**config.mk**
```make
export PLATFORM = sky130hd
export DESIGN_NAME = impact_strength_scorer_flat
export DESIGN_NICKNAME = d
export VERILOG_FILES = /design/src/sv/isc_pkg.sv /design/src/sv/isc_if.sv /design/src/sv/isc_isqrt.sv /design/src/sv/isc_divider.sv /design/src/sv/impact_strength_scorer.sv /design/src/flat_wrapper.sv
export SDC_FILE = /design/constraint.sdc
export NUM_CORES = 1
export LEC_CHECK = 0
export BUFFER_PORTS_ARGS = -buffer_cell sky130_fd_sc_hd__buf_4
export CAP_MARGIN = 20
export CORE_UTILIZATION = 50
export CTS_BUF_LIST = sky130_fd_sc_hd__clkbuf_16
export DETAILED_ROUTE_END_ITERATION = 16
export HOLD_SLACK_MARGIN = 0.05
export PLACE_DENSITY = 0.76
export SYNTH_ARGS = -nofsm -noshare
export SYNTH_HDL_FRONTEND = slang
export SYNTH_SLANG_ARGS = --single-unit
export TNS_END_PERCENT = 100
```
**constraint.sdc**
```tcl
create_clock -name clk -period 14.5 [get_ports clk]
set_clock_uncertainty 0.05 [all_clocks]
set_input_delay 0.725 -clock clk [delete_from_list [all_inputs] [get_ports clk]]
set_output_delay 0.725 -clock clk [all_outputs]
set_load 0.005 [all_outputs]
```
**src/sv/isc_pkg.sv**
```systemverilog
`default_nettype none

package isc_pkg;

    localparam int SAMPLE_BITS_DEF = 16;
    localparam int RATIO_BITS_DEF  = 8;

    localparam int VAL_W      = 16;
    localparam int COOL_W     = 10;
    localparam int SCORE_W    = 7;
    localparam int IDX_W      = 8;
    localparam int CFG_DATA_W = 16;

    localparam int ONE_G_MG = 1000;
    localparam int DEV_MAX  = 65535;

    localparam logic [VAL_W-1:0]   THRESHOLD_RESET  = 16'd5000;
    localparam logic [VAL_W-1:0]   FULL_SCALE_RESET = 16'd24000;
    localparam logic [COOL_W-1:0]  COOLDOWN_RESET   = 10'd100;
    localparam logic [SCORE_W-1:0] SCORE_TOP        = 7'd99;

    typedef logic [1:0] reg_index_t;

    localparam reg_index_t REG_HIT_THRESHOLD = 2'd0;
    localparam reg_index_t REG_FULL_SCALE    = 2'd1;
    localparam reg_index_t REG_COOLDOWN      = 2'd2;

    typedef enum logic [2:0] {
        ST_IDLE,
        ST_SQUARE,
        ST_ROOT_GO,
        ST_ROOT,
        ST_DEV,
        ST_DIV_GO,
        ST_DIV,
        ST_EMIT
    } phase_t;

    localparam int STEP_COUNT = 98;

    localparam logic [IDX_W-1:0] SCORE_STEP [STEP_COUNT] = '{
          1,   1,   2,   3,   4,   5,   6,   8,   9,  10,
         12,  13,  15,  16,  18,  19,  21,  23,  25,  27,
         28,  30,  32,  34,  36,  38,  41,  43,  45,  47,
         49,  51,  54,  56,  58,  61,  63,  66,  68,  71,
         73,  76,  78,  81,  83,  86,  89,  92,  94,  97,
        100, 103, 105, 108, 111, 114, 117, 120, 123, 126,
        129, 132, 135, 138, 141, 144, 147, 150, 153, 157,
        160, 163, 166, 169, 173, 176, 179, 183, 186, 189,
        193, 196, 200, 203, 206, 210, 213, 217, 220, 224,
        227, 231, 235, 238, 242, 245, 249, 253
    };

    typedef logic [SCORE_W-1:0] score_rom_t [2**IDX_W];

    // Each score is the number of curve steps already reached at that index.
    function automatic score_rom_t build_score_rom();
        score_rom_t         rom;
        logic [SCORE_W-1:0] s;
        for (int i = 0; i < 2**IDX_W; i++)
        begin
            s = '0;
            for (int k = 0; k < STEP_COUNT; k++)
            begin
                if (SCORE_STEP[k] <= IDX_W'(i))
                begin
                    s = s + 1'b1;
                end
            end
            rom[i] = s;
        end
        return rom;
    endfunction

    localparam score_rom_t SCORE_ROM = build_score_rom();

endpackage

`default_nettype wire

```
**src/sv/isc_if.sv**
```systemverilog
`default_nettype none

interface isc_sample_if #(
    parameter int SAMPLE_BITS = 16
);
    logic                          valid;
    logic                          ready;
    logic signed [SAMPLE_BITS-1:0] accel_x;
    logic signed [SAMPLE_BITS-1:0] accel_y;
    logic signed [SAMPLE_BITS-1:0] accel_z;

    modport source (output valid, output accel_x, output accel_y, output accel_z,
                    input ready);
    modport sink (input valid, input accel_x, input accel_y, input accel_z,
                  output ready);
endinterface

interface isc_result_if;
    import isc_pkg::*;

    logic               valid;
    logic               ready;
    logic [SCORE_W-1:0] score;
    logic [VAL_W-1:0]   deviation_mg;

    modport source (output valid, output score, output deviation_mg, input ready);
    modport sink (input valid, input score, input deviation_mg, output ready);
endinterface

`default_nettype wire

```
**src/sv/isc_isqrt.sv**
```systemverilog
`default_nettype none

module isc_isqrt #(
    parameter int RES_BITS = 17
) (
    input  wire logic                  clk,
    input  wire logic                  rst_n,
    input  wire logic                  start,
    input  wire logic [2*RES_BITS-1:0] radicand,
    output logic                       done,
    output logic [RES_BITS-1:0]        root
);

    localparam int RAD_W = 2 * RES_BITS;
    localparam int REM_W = RES_BITS + 2;
    localparam int CNT_W = $clog2(RES_BITS + 1);

    logic [RAD_W-1:0]    rad_reg, rad_next;
    logic [REM_W-1:0]    rem_reg, rem_next;
    logic [RES_BITS-1:0] root_reg, root_next;
    logic [CNT_W-1:0]    cnt_reg, cnt_next;
    logic [REM_W-1:0]    rem_shift;
    logic [REM_W-1:0]    trial;

    always_comb
    begin
        rem_shift = {rem_reg[REM_W-3:0], rad_reg[RAD_W-1 -: 2]};
        trial     = {root_reg, 2'b01};
        rad_next  = rad_reg;
        rem_next  = rem_reg;
        root_next = root_reg;
        cnt_next  = cnt_reg;
        if (start)
        begin
            rad_next  = radicand;
            rem_next  = '0;
            root_next = '0;
            cnt_next  = CNT_W'(RES_BITS);
        end
        else if (cnt_reg != '0)
        begin
            rad_next = {rad_reg[RAD_W-3:0], 2'b00};
            cnt_next = cnt_reg - 1'b1;
            if (rem_shift >= trial)
            begin
                rem_next  = rem_shift - trial;
                root_next = {root_reg[RES_BITS-2:0], 1'b1};
            end
            else
            begin
                rem_next  = rem_shift;
                root_next = {root_reg[RES_BITS-2:0], 1'b0};
            end
        end
    end

    always_ff @(posedge clk or negedge rst_n)
    begin
        if (!rst_n)
        begin
            cnt_reg <= '0;
        end
        else
        begin
            cnt_reg <= cnt_next;
        end
    end

    always_ff @(posedge clk)
    begin
        rad_reg  <= rad_next;
        rem_reg  <= rem_next;
        root_reg <= root_next;
    end

    assign done = (cnt_reg == CNT_W'(1));
    assign root = root_reg;

endmodule

`default_nettype wire

```
**src/sv/isc_divider.sv**
```systemverilog
`default_nettype none

module isc_divider #(
    parameter int Q_BITS = 8
) (
    input  wire logic                    clk,
    input  wire logic                    rst_n,
    input  wire logic                    start,
    input  wire logic [isc_pkg::VAL_W-1:0] dividend,
    input  wire logic [isc_pkg::VAL_W-1:0] divisor,
    output logic                         done,
    output logic [Q_BITS-1:0]            quotient
);

    import isc_pkg::*;

    localparam int CNT_W = $clog2(Q_BITS + 1);

    logic [VAL_W-1:0]  rem_reg, rem_next;
    logic [VAL_W-1:0]  div_reg, div_next;
    logic [Q_BITS-1:0] quot_reg, quot_next;
    logic [CNT_W-1:0]  cnt_reg, cnt_next;
    logic [VAL_W:0]    rem_shift;
    logic [VAL_W:0]    rem_diff;

    always_comb
    begin
        rem_shift = {rem_reg, 1'b0};
        rem_diff  = rem_shift - {1'b0, div_reg};
        rem_next  = rem_reg;
        div_next  = div_reg;
        quot_next = quot_reg;
        cnt_next  = cnt_reg;
        if (start)
        begin
            rem_next  = dividend;
            div_next  = divisor;
            quot_next = '0;
            cnt_next  = CNT_W'(Q_BITS);
        end
        else if (cnt_reg != '0)
        begin
            cnt_next = cnt_reg - 1'b1;
            if (rem_shift >= {1'b0, div_reg})
            begin
                rem_next  = rem_diff[VAL_W-1:0];
                quot_next = {quot_reg[Q_BITS-2:0], 1'b1};
            end
            else
            begin
                rem_next  = rem_shift[VAL_W-1:0];
                quot_next = {quot_reg[Q_BITS-2:0], 1'b0};
            end
        end
    end

    always_ff @(posedge clk or negedge rst_n)
    begin
        if (!rst_n)
        begin
            cnt_reg <= '0;
        end
        else
        begin
            cnt_reg <= cnt_next;
        end
    end

    always_ff @(posedge clk)
    begin
        rem_reg  <= rem_next;
        div_reg  <= div_next;
        quot_reg <= quot_next;
    end

    assign done     = (cnt_reg == CNT_W'(1));
    assign quotient = quot_reg;

endmodule

`default_nettype wire

```
**src/sv/impact_strength_scorer.sv**
```systemverilog
// Impact strength scorer.
// The sample channel carries one three-axis accelerometer sample in signed
// milli-g per transaction. The result channel carries one transaction, a score
// of 0 to 99 and the deviation from one g, for each sample that is a hit; other
// samples produce nothing. The plain write port sets the hit threshold, the
// full-scale deviation and the cooldown length; the user must write it only
// while the block is idle, which the block itself does not enforce. One shared
// multiplier squares the three axes one after another, a bit-serial root unit
// follows, and a hit below full scale goes through a restoring divider before
// the score table. Only one sample is in flight at a time.
// The result sits in an output register, so the next sample is accepted while
// a result waits. If the receiver stalls, the following hit holds in its last
// step until the register is free, and sample ready stays low meanwhile.
// Reset restores the register defaults, clears the cooldown and drops any
// pending result.
`default_nettype none

module impact_strength_scorer #(
    parameter int SAMPLE_BITS = isc_pkg::SAMPLE_BITS_DEF,
    parameter int RATIO_BITS  = isc_pkg::RATIO_BITS_DEF
) (
    input  wire logic                           clk,
    input  wire logic                           rst_n,
    isc_sample_if.sink                          sample,
    isc_result_if.source                        result,
    input  wire logic                           cfg_we,
    input  wire isc_pkg::reg_index_t            cfg_index,
    input  wire logic [isc_pkg::CFG_DATA_W-1:0] cfg_data
);

    import isc_pkg::*;

    localparam int SUM_W  = 2 * SAMPLE_BITS + 2;
    localparam int ROOT_W = SAMPLE_BITS + 1;
    localparam int CMP_W  = (ROOT_W > VAL_W + 1) ? ROOT_W : VAL_W + 1;
    localparam int SHR    = (RATIO_BITS >= IDX_W) ? RATIO_BITS - IDX_W : 0;
    localparam int SHL    = (RATIO_BITS >= IDX_W) ? 0 : IDX_W - RATIO_BITS;
    localparam int SCL_W  = RATIO_BITS + IDX_W;

    phase_t                 phase_reg, phase_next;
    logic [1:0]             sq_idx_reg, sq_idx_next;
    logic [SAMPLE_BITS-1:0] mx_reg, my_reg, mz_reg;
    logic [SUM_W-1:0]       acc_reg, acc_next;
    logic [VAL_W-1:0]       dev_reg, dev_next;
    logic                   top_hit_reg, top_hit_next;
    logic [COOL_W-1:0]      cool_reg, cool_next;
    logic [VAL_W-1:0]       thr_reg, fs_reg;
    logic [COOL_W-1:0]      cds_reg;
    logic                   out_valid_reg, out_valid_next;
    logic [SCORE_W-1:0]     out_score_reg, out_score_next;
    logic [VAL_W-1:0]       out_dev_reg, out_dev_next;

    logic                   accept;
    logic [SAMPLE_BITS-1:0] sq_op;
    logic [2*SAMPLE_BITS-1:0] sq_prod;
    logic                   root_done;
    logic [ROOT_W-1:0]      root_val;
    logic [CMP_W-1:0]       root_wide;
    logic [CMP_W-1:0]       diff;
    logic [VAL_W-1:0]       dev_calc;
    logic [VAL_W-1:0]       fs_eff;
    logic                   div_done;
    logic [RATIO_BITS-1:0]  quot;
    logic [SCL_W-1:0]       quot_scaled;
    logic [IDX_W-1:0]       score_idx;

    function automatic logic [SAMPLE_BITS-1:0] magnitude(
        input logic signed [SAMPLE_BITS-1:0] v
    );
        logic [SAMPLE_BITS-1:0] u;
        u = v;
        return v[SAMPLE_BITS-1] ? (~u + 1'b1) : u;
    endfunction

    assign accept       = sample.valid && sample.ready;
    assign sample.ready = (phase_reg == ST_IDLE);

    always_comb
    begin
        case (sq_idx_reg)
            2'd0:    sq_op = mx_reg;
            2'd1:    sq_op = my_reg;
            default: sq_op = mz_reg;
        endcase
    end

    assign sq_prod = sq_op * sq_op;

    isc_isqrt #(
        .RES_BITS (ROOT_W)
    ) u_isqrt (
        .clk      (clk),
        .rst_n    (rst_n),
        .start    (phase_reg == ST_ROOT_GO),
        .radicand (acc_reg),
        .done     (root_done),
        .root     (root_val)
    );

    assign fs_eff = (fs_reg == '0) ? VAL_W'(1) : fs_reg;

    isc_divider #(
        .Q_BITS (RATIO_BITS)
    ) u_divider (
        .clk      (clk),
        .rst_n    (rst_n),
        .start    (phase_reg == ST_DIV_GO),
        .dividend (dev_reg),
        .divisor  (fs_eff),
        .done     (div_done),
        .quotient (quot)
    );

    always_comb
    begin
        root_wide = CMP_W'(root_val);
        if (root_wide >= CMP_W'(ONE_G_MG))
        begin
            diff = root_wide - CMP_W'(ONE_G_MG);
        end
        else
        begin
            diff = CMP_W'(ONE_G_MG) - root_wide;
        end
        dev_calc = (diff > CMP_W'(DEV_MAX)) ? VAL_W'(DEV_MAX) : diff[VAL_W-1:0];
    end

    assign quot_scaled = (SCL_W'(quot) << SHL) >> SHR;
    assign score_idx   = quot_scaled[IDX_W-1:0];

    always_comb
    begin
        phase_next     = phase_reg;
        sq_idx_next    = sq_idx_reg;
        acc_next       = acc_reg;
        dev_next       = dev_reg;
        top_hit_next   = top_hit_reg;
        cool_next      = cool_reg;
        out_valid_next = out_valid_reg && !result.ready;
        out_score_next = out_score_reg;
        out_dev_next   = out_dev_reg;
        case (phase_reg)
            ST_IDLE:
            begin
                if (accept)
                begin
                    acc_next    = '0;
                    sq_idx_next = '0;
                    phase_next  = ST_SQUARE;
                end
            end
            ST_SQUARE:
            begin
                acc_next    = acc_reg + SUM_W'(sq_prod);
                sq_idx_next = sq_idx_reg + 1'b1;
                if (sq_idx_reg == 2'd2)
                begin
                    phase_next = ST_ROOT_GO;
                end
            end
            ST_ROOT_GO:
            begin
                phase_next = ST_ROOT;
            end
            ST_ROOT:
            begin
                if (root_done)
                begin
                    phase_next = ST_DEV;
                end
            end
            ST_DEV:
            begin
                dev_next = dev_calc;
                if (cool_reg != '0)
                begin
                    cool_next  = cool_reg - 1'b1;
                    phase_next = ST_IDLE;
                end
                else if (dev_calc <= thr_reg)
                begin
                    phase_next = ST_IDLE;
                end
                else
                begin
                    cool_next    = cds_reg;
                    top_hit_next = (dev_calc >= fs_eff);
                    phase_next   = (dev_calc >= fs_eff) ? ST_EMIT : ST_DIV_GO;
                end
            end
            ST_DIV_GO:
            begin
                phase_next = ST_DIV;
            end
            ST_DIV:
            begin
                if (div_done)
                begin
                    phase_next = ST_EMIT;
                end
            end
            ST_EMIT:
            begin
                if (!out_valid_reg || result.ready)
                begin
                    out_valid_next = 1'b1;
                    out_score_next = top_hit_reg ? SCORE_TOP : SCORE_ROM[score_idx];
                    out_dev_next   = dev_reg;
                    phase_next     = ST_IDLE;
                end
            end
            default:
            begin
                phase_next = ST_IDLE;
            end
        endcase
    end

    always_ff @(posedge clk or negedge rst_n)
    begin
        if (!rst_n)
        begin
            phase_reg     <= ST_IDLE;
            sq_idx_reg    <= '0;
            cool_reg      <= '0;
            out_valid_reg <= 1'b0;
        end
        else
        begin
            phase_reg     <= phase_next;
            sq_idx_reg    <= sq_idx_next;
            cool_reg      <= cool_next;
            out_valid_reg <= out_valid_next;
        end
    end

    always_ff @(posedge clk)
    begin
        acc_reg       <= acc_next;
        dev_reg       <= dev_next;
        top_hit_reg   <= top_hit_next;
        out_score_reg <= out_score_next;
        out_dev_reg   <= out_dev_next;
        if (accept)
        begin
            mx_reg <= magnitude(sample.accel_x);
            my_reg <= magnitude(sample.accel_y);
            mz_reg <= magnitude(sample.accel_z);
        end
    end

    always_ff @(posedge clk or negedge rst_n)
    begin
        if (!rst_n)
        begin
            thr_reg <= THRESHOLD_RESET;
            fs_reg  <= FULL_SCALE_RESET;
            cds_reg <= COOLDOWN_RESET;
        end
        else if (cfg_we)
        begin
            case (cfg_index)
                REG_HIT_THRESHOLD: thr_reg <= cfg_data[VAL_W-1:0];
                REG_FULL_SCALE:    fs_reg  <= cfg_data[VAL_W-1:0];
                REG_COOLDOWN:      cds_reg <= cfg_data[COOL_W-1:0];
                default:           thr_reg <= thr_reg;
            endcase
        end
    end

    assign result.valid        = out_valid_reg;
    assign result.score        = out_score_reg;
    assign result.deviation_mg = out_dev_reg;

endmodule

`default_nettype wire

```
**src/flat_wrapper.sv**
```systemverilog
// flat-port wrapper written by rule: the top's interface ports become plain ports
module impact_strength_scorer_flat import isc_pkg::*;
#(
    parameter int SAMPLE_BITS = isc_pkg::SAMPLE_BITS_DEF,
    parameter int RATIO_BITS  = isc_pkg::RATIO_BITS_DEF
)
  (clk, rst_n, cfg_we, cfg_index, cfg_data, sample_valid, sample_accel_x, sample_accel_y, sample_accel_z, sample_ready, result_valid, result_score, result_deviation_mg, result_ready);
  isc_sample_if #(.SAMPLE_BITS(SAMPLE_BITS)) sample_i ();
  isc_result_if result_i ();
  input  wire logic clk;
  input  wire logic rst_n;
  input  wire logic cfg_we;
  input  wire isc_pkg::reg_index_t cfg_index;
  input  wire logic [isc_pkg::CFG_DATA_W-1:0] cfg_data;
  input wire logic [$bits(sample_i.valid)-1:0] sample_valid;
  input wire logic [$bits(sample_i.accel_x)-1:0] sample_accel_x;
  input wire logic [$bits(sample_i.accel_y)-1:0] sample_accel_y;
  input wire logic [$bits(sample_i.accel_z)-1:0] sample_accel_z;
  output wire logic [$bits(sample_i.ready)-1:0] sample_ready;
  output wire logic [$bits(result_i.valid)-1:0] result_valid;
  output wire logic [$bits(result_i.score)-1:0] result_score;
  output wire logic [$bits(result_i.deviation_mg)-1:0] result_deviation_mg;
  input wire logic [$bits(result_i.ready)-1:0] result_ready;
  assign sample_i.valid = sample_valid;
  assign sample_i.accel_x = sample_accel_x;
  assign sample_i.accel_y = sample_accel_y;
  assign sample_i.accel_z = sample_accel_z;
  assign sample_ready = sample_i.ready;
  assign result_valid = result_i.valid;
  assign result_score = result_i.score;
  assign result_deviation_mg = result_i.deviation_mg;
  assign result_i.ready = result_ready;
  impact_strength_scorer #(.SAMPLE_BITS(SAMPLE_BITS), .RATIO_BITS(RATIO_BITS)) u_core (.clk(clk), .rst_n(rst_n), .sample(sample_i), .result(result_i), .cfg_we(cfg_we), .cfg_index(cfg_index), .cfg_data(cfg_data));
endmodule
```
Word-level counts from Yosys, hierarchy flattened
Memory sizes are Yosys's and may differ from the RTL's. A register that Yosys moved wholly into a read port is not among the register bits.
Index checks and enable logic that the tools add are counted.

word-level totals
  memories = 1
  register bits = 290
  output and inout bits = 25
  word-level logic and storage cells = 129
  input port bits = 71
  ROM bits = 1792

operators by class
  bitwise logic cells = 6
  reductions and logical operators = 23
  equal/unequal tests = 19
  mux-type cells = 36
  $add $sub $neg = 12
  $mul = 1
  magnitude comparators = 6

memory list
  memory           words  width  rd ports  clocked after Yosys merged registers in  wr ports  line                           RTL
  (no name shown)  256    7      1         1                                        0         impact_strength_scorer.sv:207  out_score_next = top_hit_reg ? SCORE_TOP : SCORE_ROM[score_idx];

operators with widths
  cell                      number
  $mux W34                  3
  $mux W16                  5
  $pmux W34 S2              1
  $add A16 B1 Y16 const B   3
  $not A16 Y16              3
  $mux W15                  3
  $add A34 B32 Y34          1
  $mux W17                  2
  $mul A16 B16 Y32          1
  $pmux W16 S2              1
  $pmux W3 S8               1
  $mux W3                   7
  $mux W10                  2
  $ge A19 B19 Y1            1
  $ge A17 B10 Y1 const B    1
  $ge A17 B16 Y1            1
  $gt A17 B16 Y1 const B    1
  $sub A10 B17 Y17 const A  1
  $sub A17 B10 Y17 const B  1
  $sub A17 B17 Y17          1
  $ge A16 B16 Y1            1
  $le A16 B16 Y1            1
  $logic_not A16 Y1         1
  $sub A16 B16 Y16          1
  32 further kinds          59

Logic depth before layout (Yosys ltp)
  depth after elaboration = 9
  gate-level depth with buffers = 30

By module
A second synthesis with hierarchy kept.

second synthesis, totals
  cell total of the unflattened synthesis = 2641
  area, all modules = 25199.2 µm²

by module, submodules not included
  module                  cells each  area an instance (µm²)  instances
  impact_strength_scorer  1974        18559.0                 1
  isc_isqrt               398         4000.1                  1
  isc_divider             269         2640.0                  1

Worst setup path after synthesis
No wires, ideal clock.

  kind = reg2reg
  from = reg u_core.sq_idx_reg[0]
  to = reg u_core.acc_reg[30] (data pin)
  arrival = 7.486 ns
  slack = 6.828 ns
  cell stages (with the launch flop) = 29
  required time = 14.315 ns
  path through = dfrtp_1 inv_1 ha_1 clkbuf_1 nor2_1 clkbuf_1 a21oi_1 clkinv_1 nand2_1 inv_1 fa_1 inv_1 fa_1 fa_1 inv_1 fa_1 fa_1 inv_1 fa_1 inv_1 ha_1 o21ai_0 nor2_1 or3_1 a2bb2oi_2 a311oi_2 o21ai_2 or4_1 nand3_1

between the ends
  cells in the longest elaborated chain, start to end = 5

RTL lines
  element                                                  line                           RTL
  start: declaration                                       impact_strength_scorer.sv:41   logic [1:0] sq_idx_reg, sq_idx_next;
  start signal: assignment                                 impact_strength_scorer.sv:231  sq_idx_reg <= sq_idx_next;
  $eq A2 B1 Y1 / $logic_not A2 Y1 (equally long branches)  impact_strength_scorer.sv:80   case (sq_idx_reg)
  $pmux W16 S2 *                                           impact_strength_scorer.sv:80
  $mul A16 B16 Y32 *                                       impact_strength_scorer.sv:87   assign sq_prod = sq_op * sq_op;
  $add A34 B32 Y34 *                                       impact_strength_scorer.sv:154  acc_next = acc_reg + SUM_W'(sq_prod);
  $pmux W34 S2 *                                           impact_strength_scorer.sv:142  case (phase_reg)
  end signal: assignment                                   impact_strength_scorer.sv:239  acc_reg <= acc_next;
  end: declaration                                         impact_strength_scorer.sv:43   logic [SUM_W-1:0] acc_reg, acc_next;

Mark *: on every way between the ends. The rest lies on a longest branch, timed or not.
A chain may end at the register's enable or synchronous reset.

Final worst setup path
Same ends and word-level chain as after synthesis.

==> summary.txt <==
Main synth FF type - edfxtp_1
Antenna violations before repair - 0
Cell taking the most area after synthesis - edfxtp_1
Number of clock sinks - 297
Number of gates resized after CTS - 0
Final ANT Viol Nets - 0
EDFF count, synth - 188
Gr busiest metal - met2
Most frequent cells after synthesis - inv_1 (441), nand2_1 (327), fa_1 (199), ha_1 (196), nor2_1 (191)
Hold Path Class - input port to asynchronous set/reset pin
Root buf cell - clkbuf_16
Initial Util - 0.507
Met3 usage - 0.0386
Syn nets - 3144
DR WL/cell - 17.5 microns
Std-Cell Rows - 81
Fin nets - 3186
Grt met2 use - 0.400
Syn-to-layout area delta - 9.69%
Worst-path clk slew - 0.06 ns
Remaining routing DRC violations - 0
Max FO, Critical Path - 19
Clk Latency, worst-skew pair - 0.55 ns
Synth Register Bits - 297
Slew HR - 0.250
Asr flop ratio synth - 0.226
Cells after Synth - 2678
Largest net degree at the start of global routing - 70
Global-route wire length before repair - 96700 microns
Most frequent cell after synthesis - inv_1
Fin crit period - 9.32 ns
Global Route Usage Sum - 0.239
Setup Viol. Count Final - 0
Buffers on Ports - 95
Synth top area cells - edfxtp_1 (23%), fa_1 (16%), ha_1 (9.9%)
Final hold viol count - 0
Routed wire length - 59600 microns
Final Cycle Share - 0.643
Clk buf depth - 3
Fill count - 4283
GR Layer Usage met1 - 0.322
Die Wd - 225 microns
Post-synth top area share - 0.227
Total iterations of the first detailed-routing run - 6
Fin Setup TNS - 0 ns
Synthesis warning total - 0
Netlist cell types - 81
Mean Syn Cell Area - 9.29 sq um
Number of max-cap violations - 0
DP Area - 26200 sq um
Max-slew violation count - 0
Share of cells above drive strength 1 - 0.0889
Final instance area - 27300 sq um
WP data required - 14.87 ns
H-tree levels - 2
Post-Synthesis Cell Area - 24900 sq um
RSZ-0062 raised after global routing - false
# diodes - 0
Hold buffers post-CTS - 0
Die Area - 50600 sq um
Vias - 19.1k
IO Pins - 96
Setup bufs post-CTS - 0
RR Startpoint - u_core.sq_idx_reg[0]$_DFFE_PN0P_
Vias in the first global route - 19.1k
Fin Hold WS - 0.245 ns
1st-iter DRT viols - 1456
Worst setup EP type - flop
Die height - 225 microns
Launch point of the worst path - u_core.sq_idx_reg[0]$_DFFE_PN0P_
GR Overflow Total - 0
Number of CTS-inserted buffers - 34
TritonCTS clock tree - done
DP HPWL - 45600 microns
Vias per cell - 5.60
Crit path launch type - flop
Crit path kind - flop to flop
FMAX - 107 MHz
CP arrival - 9.69 ns
Register area share after synthesis - 0.329
Final GP Congestion - 0.929
Tightest Pin Transition - 1.12 ns
Status - completed
Area of the core - 49100 sq um
==> metal layers <==
| metal | part of all wire | vias to the layer above |
|---|---|---|
| li1 | - | 9012 |
| met1 | 0.43 | 9292 |
| met2 | 0.48 | 676 |
| met3 | 0.070 | 101 |
| met4 | 0.023 | 0 |
| met5 | 0 | - |
==> cell families (layout without fill, tap and decap cells) <==
logic type	after synthesis	in the layout	synth area share
AOI/OAI and AO/OA	531	531	0.134
xor gates and xnor gates	100	100	0.0355
adders and majority gates	395	395	0.259
buffers and inverters	564	632	0.0857
DFF	297	297	0.329
muxes	63	63	0.0285
and+or+nand+nor	728	728	0.129
==> critical path, cell delays in order, from the launching register on <==
cell and delay (ns):
dfrtp_1 0.40, inv_1 0.10, ha_1 0.55, nor2_1 0.41
a21oi_1 0.87, clkinv_1 0.65, nand2_1 0.28, inv_1 0.09
fa_1 0.53, inv_1 0.05, fa_1 0.52, fa_1 0.53
inv_1 0.05, fa_1 0.46, fa_1 0.56, inv_1 0.06
fa_1 0.53, inv_1 0.04, ha_1 0.34, o21ai_0 0.24
nor2_1 0.11, or3_1 0.37, a2bb2oi_2 0.18, a311oi_2 0.50
o21ai_2 0.14, or4_1 0.48, nand3_1 0.08
==> stage by stage <==
stage                      util  std cells  setup slack (ns)
after floorplan               -       2678              6.83
after global placement    0.534       3347              5.56
after detailed placement  0.534       3347              5.24
after CTS                 0.556       3409              5.23
after global routing      0.556       3410              4.69
final                     0.556       3410              5.18
==> layout by cell type, fill, tap and decap left out, types with 7 or more instances in the layout <==
master / n
a21oi_1: 150
nand2b_1: 25
or3_1: 22
o22ai_1: 7
dfstp_2: 15
xnor2_1: 81
a211o_1: 8
nor2_1: 191
mux2i_1: 28
o21ai_0: 144
o21a_1: 15
fa_1: 199
a22o_1: 16
nand3_1: 30
o31ai_1: 22
o211ai_1: 11
ha_1: 196
and2_1: 14
clkinv_1: 13
dfrtp_1: 52
xor2_1: 18
edfxtp_1: 188
a211oi_1: 29
a31oi_1: 19
nand2_1: 327
clkbuf_16: 36
inv_1: 446
dfxtp_1: 42
mux2_2: 32
a21o_1: 41
nor3_1: 40
nand4_1: 13
and3_1: 20
nor2b_1: 16
buf_4: 118
==> area by class of cell <==
type | instances | area, sq um | share of cell area
Clock inverter | 26 | 203 | 0.00743
Tap cell | 664 | 831 | 0.0304
Inverter | 451 | 1690 | 0.0620
Sequential cell | 297 | 8180 | 0.300
Multi-Input combinational cell | 1817 | 14600 | 0.534
Clock buffer | 36 | 901 | 0.0330
Timing Repair Buffer | 119 | 897 | 0.0329
==> worst paths after layout <==
kind | end | slack [ns] | depth (start not counted)
worst max register to register | u_core.acc_reg[30]$_SDFFCE_PN0P_ | 5.18 | 26
worst min register to register | u_core.u_divider.quotient[4]$_SDFFE_PP0P_ | 0.40 | 2
min in group clk | u_core.mz_reg[0]$_DFFE_PP_ | 0.33 | 1
max in group asynchronous | u_core.cool_reg[2]$_DFFE_PN0P_ | 13.60 | 1
worst max-delay path | u_core.acc_reg[30]$_SDFFCE_PN0P_ | 5.18 | 26
worst min-delay path | u_core.cool_reg[1]$_DFFE_PN0P_ | 0.25 | 1
Power is not shown: default switching activity piles up to over one toggle a cycle in this logic, so the estimate is an artifact.
